===== config.mk =====
export PLATFORM = sky130hd
export DESIGN_NAME = ohc_ctrl
export DESIGN_NICKNAME = d
export VERILOG_FILES = /design/src/rtl/core/ohc_pkg.sv /design/src/rtl/core/ohc_ctrl.sv
export SDC_FILE = /design/constraint.sdc
export NUM_CORES = 1
export LEC_CHECK = 0
export BUFFER_PORTS_ARGS = -buffer_cell sky130_fd_sc_hd__buf_2
export CORE_AREA = 2 2 39 41
export CTS_BUF_LIST = sky130_fd_sc_hd__clkbuf_4 sky130_fd_sc_hd__clkbuf_8 sky130_fd_sc_hd__clkbuf_16
export CTS_CLUSTER_DIAMETER = 40
export DETAILED_ROUTE_END_ITERATION = 7
export DIE_AREA = 0 0 41 43
export PLACE_DENSITY = 0.41
export SYNTH_ARGS = -nofsm -noshare
export SYNTH_HDL_FRONTEND = slang
export SYNTH_SLANG_ARGS = --single-unit
export TNS_END_PERCENT = 100

===== constraint.sdc =====
create_clock -name clk -period 1.1 [get_ports clk]
set_clock_uncertainty 0.2 [all_clocks]
set_input_delay 0.22 -clock clk [delete_from_list [all_inputs] [get_ports clk]]
set_output_delay 0.22 -clock clk [all_outputs]
set_load 0.01 [all_outputs]

===== src/rtl/core/ohc_pkg.sv =====
`timescale 1ns / 1ps
// ----------------------------------------------------------------------------
// ohc_pkg
// Shared codes, widths and controller/datapath interface types for the
// opposing homozygote counter.
// ----------------------------------------------------------------------------
package ohc_pkg;

  localparam int MAX_ROWS_DEF    = 1024;
  localparam int COUNT_WIDTH_DEF = 16;

  localparam int OP_W    = 2;
  localparam int GT_W    = 2;
  localparam int IDX_W   = 10;
  localparam int TOTAL_W = 16;
  localparam int ROWS_W  = 11;
  localparam int CFG_IDX_W  = 2;
  localparam int CFG_DATA_W = 11;

  localparam logic [OP_W-1:0] OP_PUSH  = 2'd0;
  localparam logic [OP_W-1:0] OP_READ  = 2'd1;
  localparam logic [OP_W-1:0] OP_CLEAR = 2'd2;

  localparam logic [GT_W-1:0] GT_ZERO = 2'd0;
  localparam logic [GT_W-1:0] GT_TWO  = 2'd2;

  localparam logic [CFG_IDX_W-1:0] REG_ROW_COUNT   = 2'd0;
  localparam logic [CFG_IDX_W-1:0] REG_UNIQUE_MODE = 2'd1;

  localparam int ROW_COUNT_RST = 1024;

  typedef struct packed {
    logic push;        // store element, update column counts
    logic read;        // issue counter read at requested row
    logic clr_start;   // zero column position, counts and sweep pointer
    logic clr_write;   // write zero at sweep pointer, advance
    logic pass_issue;  // read column and counter at sweep pointer, advance
  } ohc_cmd_t;

  typedef struct packed {
    logic col_pass;    // this push closes a column that needs a pass
    logic pass_last;   // sweep pointer at last row of the pass
    logic clr_last;    // sweep pointer at last entry of the memory
  } ohc_stat_t;

endpackage


===== src/rtl/core/ohc_ctrl.sv =====
`timescale 1ns / 1ps
// ----------------------------------------------------------------------------
// ohc_ctrl
// Sequencer: decodes commands, runs the clearing sweep and column pass,
// and times the read result strobe.
// ----------------------------------------------------------------------------
module ohc_ctrl import ohc_pkg::*; (
  input  logic            clk,
  input  logic            rst_n,
  input  logic            start,
  input  logic [OP_W-1:0] in_op,
  input  ohc_stat_t       stat,
  output ohc_cmd_t        cmd,
  output logic            busy,
  output logic            out_valid
);

  localparam logic [2:0] ST_IDLE = 3'd0;
  localparam logic [2:0] ST_CLR  = 3'd1;
  localparam logic [2:0] ST_PASS = 3'd2;
  localparam logic [2:0] ST_TAIL = 3'd3;
  localparam logic [2:0] ST_RD   = 3'd4;

  logic [2:0] state_r, state_nxt;

  always_ff @(posedge clk) begin
    if (!rst_n) begin
      state_r <= ST_CLR;
    end else begin
      state_r <= state_nxt;
    end
  end

  always_comb begin
    state_nxt = state_r;
    cmd       = '0;
    out_valid = 1'b0;
    unique case (state_r)
      ST_IDLE: begin
        if (start) begin
          unique case (in_op)
            OP_PUSH: begin
              cmd.push = 1'b1;
              if (stat.col_pass) state_nxt = ST_PASS;
            end
            OP_READ: begin
              cmd.read  = 1'b1;
              state_nxt = ST_RD;
            end
            OP_CLEAR: begin
              cmd.clr_start = 1'b1;
              state_nxt     = ST_CLR;
            end
            default: ;
          endcase
        end
      end
      ST_CLR: begin
        cmd.clr_write = 1'b1;
        if (stat.clr_last) state_nxt = ST_IDLE;
      end
      ST_PASS: begin
        cmd.pass_issue = 1'b1;
        if (stat.pass_last) state_nxt = ST_TAIL;
      end
      ST_TAIL: state_nxt = ST_IDLE;   // last row's write lands here
      ST_RD: begin
        out_valid = 1'b1;
        state_nxt = ST_IDLE;
      end
      default: state_nxt = ST_IDLE;
    endcase
  end

  assign busy = (state_r != ST_IDLE);

  a_strobe_single: assert property (@(posedge clk) disable iff (!rst_n)
    out_valid |=> !out_valid) else $error("result strobe longer than one cycle");

  a_strobe_after_read: assert property (@(posedge clk) disable iff (!rst_n)
    out_valid |-> $past(cmd.read)) else $error("result strobe without read beat");

  a_pass_enters_tail: assert property (@(posedge clk) disable iff (!rst_n)
    (cmd.pass_issue && stat.pass_last) |=> (state_r == ST_TAIL))
    else $error("column pass did not drain");

endmodule


==> impl_metrics.tcl <==
set metrics [dict create \
    power_mw 0.487 \
    final_antenna_net_count 0 \
    area.growth.synth_to_final_pct 122 \
    endpoint_kind "output port" \
    violations "setup timing" \
    cts_buffers 3 \
    syn_avg_cell_area_sq_um 8.84 \
    die-area_sq_um 1760 \
    firstDrtPassIters 4 \
    synth_sequential_area_ratio_pct 23.4 \
    largest_reg_flops 3 \
    synth_adder_area_share_pct 19.5 \
    ios 15 \
    cp_cell_sequence "nor3_4 > and3_4 > buf_6" \
    synth_compound_area_share_pct 8.29 \
    reg2reg_setup_slack_ns -0.17 \
    tritoncts "built" \
    cts_root_buffer "clkbuf_4" \
    crit_fanout 5 \
    syn_nets 41 \
    required_ns 0.68 \
    whs_path_depth 2 \
    portBuffers 14 \
    layout_commonest_cell "buf_2" \
    synth_mux_area_share_pct 0 \
    cts_max_level 1 \
    vias_per_cell 4.56 \
    final_nets 68 \
    r2r-start "state_r[1]$_SDFFE_PN0P_" \
    fin_area_sq_um 571 \
    core_area_sq_um 1380 \
    synth-simple-area-share_pct 44.4 \
    start_kind "flip-flop" \
    antenna_found_initial 0 \
    drv_slew 0 \
    grt_first_pass_wirelength_mm 1.31 \
    grt_max_degree 7 \
    min_to "state_r[0]$_SDFFE_PN1P_" \
    layout-drive-gt1-share_pct 83.6 \
    worst_slack_ns -0.472 \
    rsz0062_at_grt "true" \
    die_x_um 41 \
    synthesis.area_sq_um 256 \
    synth_cells 29 \
    grt_use_met2_pct 18.1 \
    cp_slowest_cell "dfxtp_2" \
    instances_no_fill 71 \
    detail_route.wl_per_cell_um 10.8 \
    clock_latency_ns 0.24 \
    via_count 324 \
    synth_top_family_by_area "simple AND/OR/NAND/NOR gates" \
    max_stage_delay_ns 0.32 \
    status "finished with violations" \
    slew_headroom_pct 83.0 \
    dp_worst_setup_slack_ns -0.272 \
    ys_ff_latch 3 \
    regMostFlops "state_r" \
    drt_iter0_markers 7 \
    fmaxAchievable_mhz 636 \
    num_rows 14 \
    layout_common_cells "10 x buf_2, 7 x buf_4, 4 x and3_4, 4 x clkbuf_4, 4 x buf_6" \
    largestRegisters "state_r (3)" \
    worst_hold_slack_ns 0.0288 \
    gr-total-overflow 0 \
    yosys.cell_types.count 16 \
    period_share_pct 143 \
    place_inst 66 \
    critPathArrivalTime_ns 1.15 \
    routed_wl_um 770 \
    period_needed_ns 1.57 \
    synth_warnings 0 \
    place.gp.congestion 0.700 \
    tightestPinTransition_ns 0.254 \
    synth_xor_area_share_pct 0 \
    clock_sinks 3 \
    diodes 0 \
    drc_errors 0 \
    top_usage_layer "met2" \
    finalSetupViolCount 10 \
    clock_tree.buffer_depth 2 \
    grtUsageMet3_pct 2.09 \
    hold_class "input port to flip-flop" \
    die_y_um 43 \
    cts_hold_buf 0 \
    post_dp_cell_area_sq_um 489 \
    r2r_end "state_r[1]$_SDFFE_PN0P_" \
    critical_path_class "flip-flop to output port" \
    rr_worst_depth 4 \
    clk_pin_slew_ns 0.04 \
    leakage_nw 0.259 \
    grt_pass1_vias 345 \
    hold_violations 0 \
    start_util_pct 18.5 \
    min_from "rst_n" \
    p_per_area_nw_per_um2 854 \
    ir_worst_vdd_uv 320 \
    grt_use_total_pct 11.2 \
    hpwl_um 618 \
    max_cap_violations 0 \
    grt_util_met1_pct 11.2 \
]
routing by layer:
metal  vias up  part of all wire (%)
li1        158                     -
met1       150                    38
met2        14                    52
met3         2                   7.3
met4         0                   2.9
met5         -                     0
worst max path at each step:
| stage | slack [ns] | endpoint | depth (start not counted) | start |
|---|---|---|---|---|
| after floorplan | -0.12 | cmd[2] | 2 | state_r[1]$_SDFFE_PN0P_ |
| after global placement | -0.24 | cmd[2] | 3 | state_r[1]$_SDFFE_PN0P_ |
| after detailed placement | -0.27 | state_r[1]$_SDFFE_PN0P_ | 6 | in_op[1] |
| after CTS | -0.49 | cmd[3] | 3 | state_r[2]$_SDFFE_PN0P_ |
| after global routing | -0.53 | cmd[2] | 3 | state_r[1]$_SDFFE_PN0P_ |
| final | -0.47 | cmd[2] | 3 | state_r[1]$_SDFFE_PN0P_ |
logic make-up (layout without fill, tap and decap cells):
kind of cell               count (synthesis)  count (layout)
AOI/OAI and AO/OA                          3               3
and+or+nand+nor                           16              16
DFF                                        3               3
buffers and inverters                      3              29
adders and majority gates                  4               4
synthesized netlist by cell type:
master,instances,share of area (%)
nor3b_2,1,4.9
dfxtp_1,3,23
and3_2,4,12
nor3_2,1,3.9
nand2_1,1,1.5
nand4b_1,1,3.4
a21oi_1,1,1.9
inv_1,3,4.4
and3b_1,1,3.4
nor2b_1,1,2.4
a22o_1,1,3.4
nor2_1,1,1.5
ha_1,4,20
nor3_1,3,5.9
o211ai_1,1,2.9
nor3b_1,2,5.9
cell type report:
class / instances / area, sq um
timing repair buffer: 22 / 168
clock buffer: 4 / 30.0
tap: 16 / 20.0
inverter: 3 / 28.8
sequential: 3 / 66.3
fill: 151 / 813
multi-input combinational: 23 / 258
metrics by stage:
step | TNS (ns) | util [%]
after floorplan | -0.414 | -
after global placement | -1.93 | 35.4
after detailed placement | -2.01 | 35.4
after CTS | -3.39 | 41.0
after global routing | -3.85 | 41.2
final | -3.30 | 41.2
critical path, delay by kind of cell, from the launching register on:
| family | cells | cell delay [ns] |
|---|---|---|
| simple gates | 2 | 0.50 |
| flops | 1 | 0.32 |
| buf+inv | 1 | 0.09 |
repair_timing:
action,4_1_cts,5_1_grt
gates resized for setup,8,1
buffers inserted,1,0
pin swaps,5,5
endpoints found under the setup margin,10,10
power breakdown:
group | total, mW | internal (mW) | switching, mW
Sequential | 0.120 | 0.114 | 0.00588
Clock | 0.219 | 0.161 | 0.0588
Combinational | 0.148 | 0.0831 | 0.0646
Total | 0.487 | 0.358 | 0.129
Power figures use the tool's default switching activity.
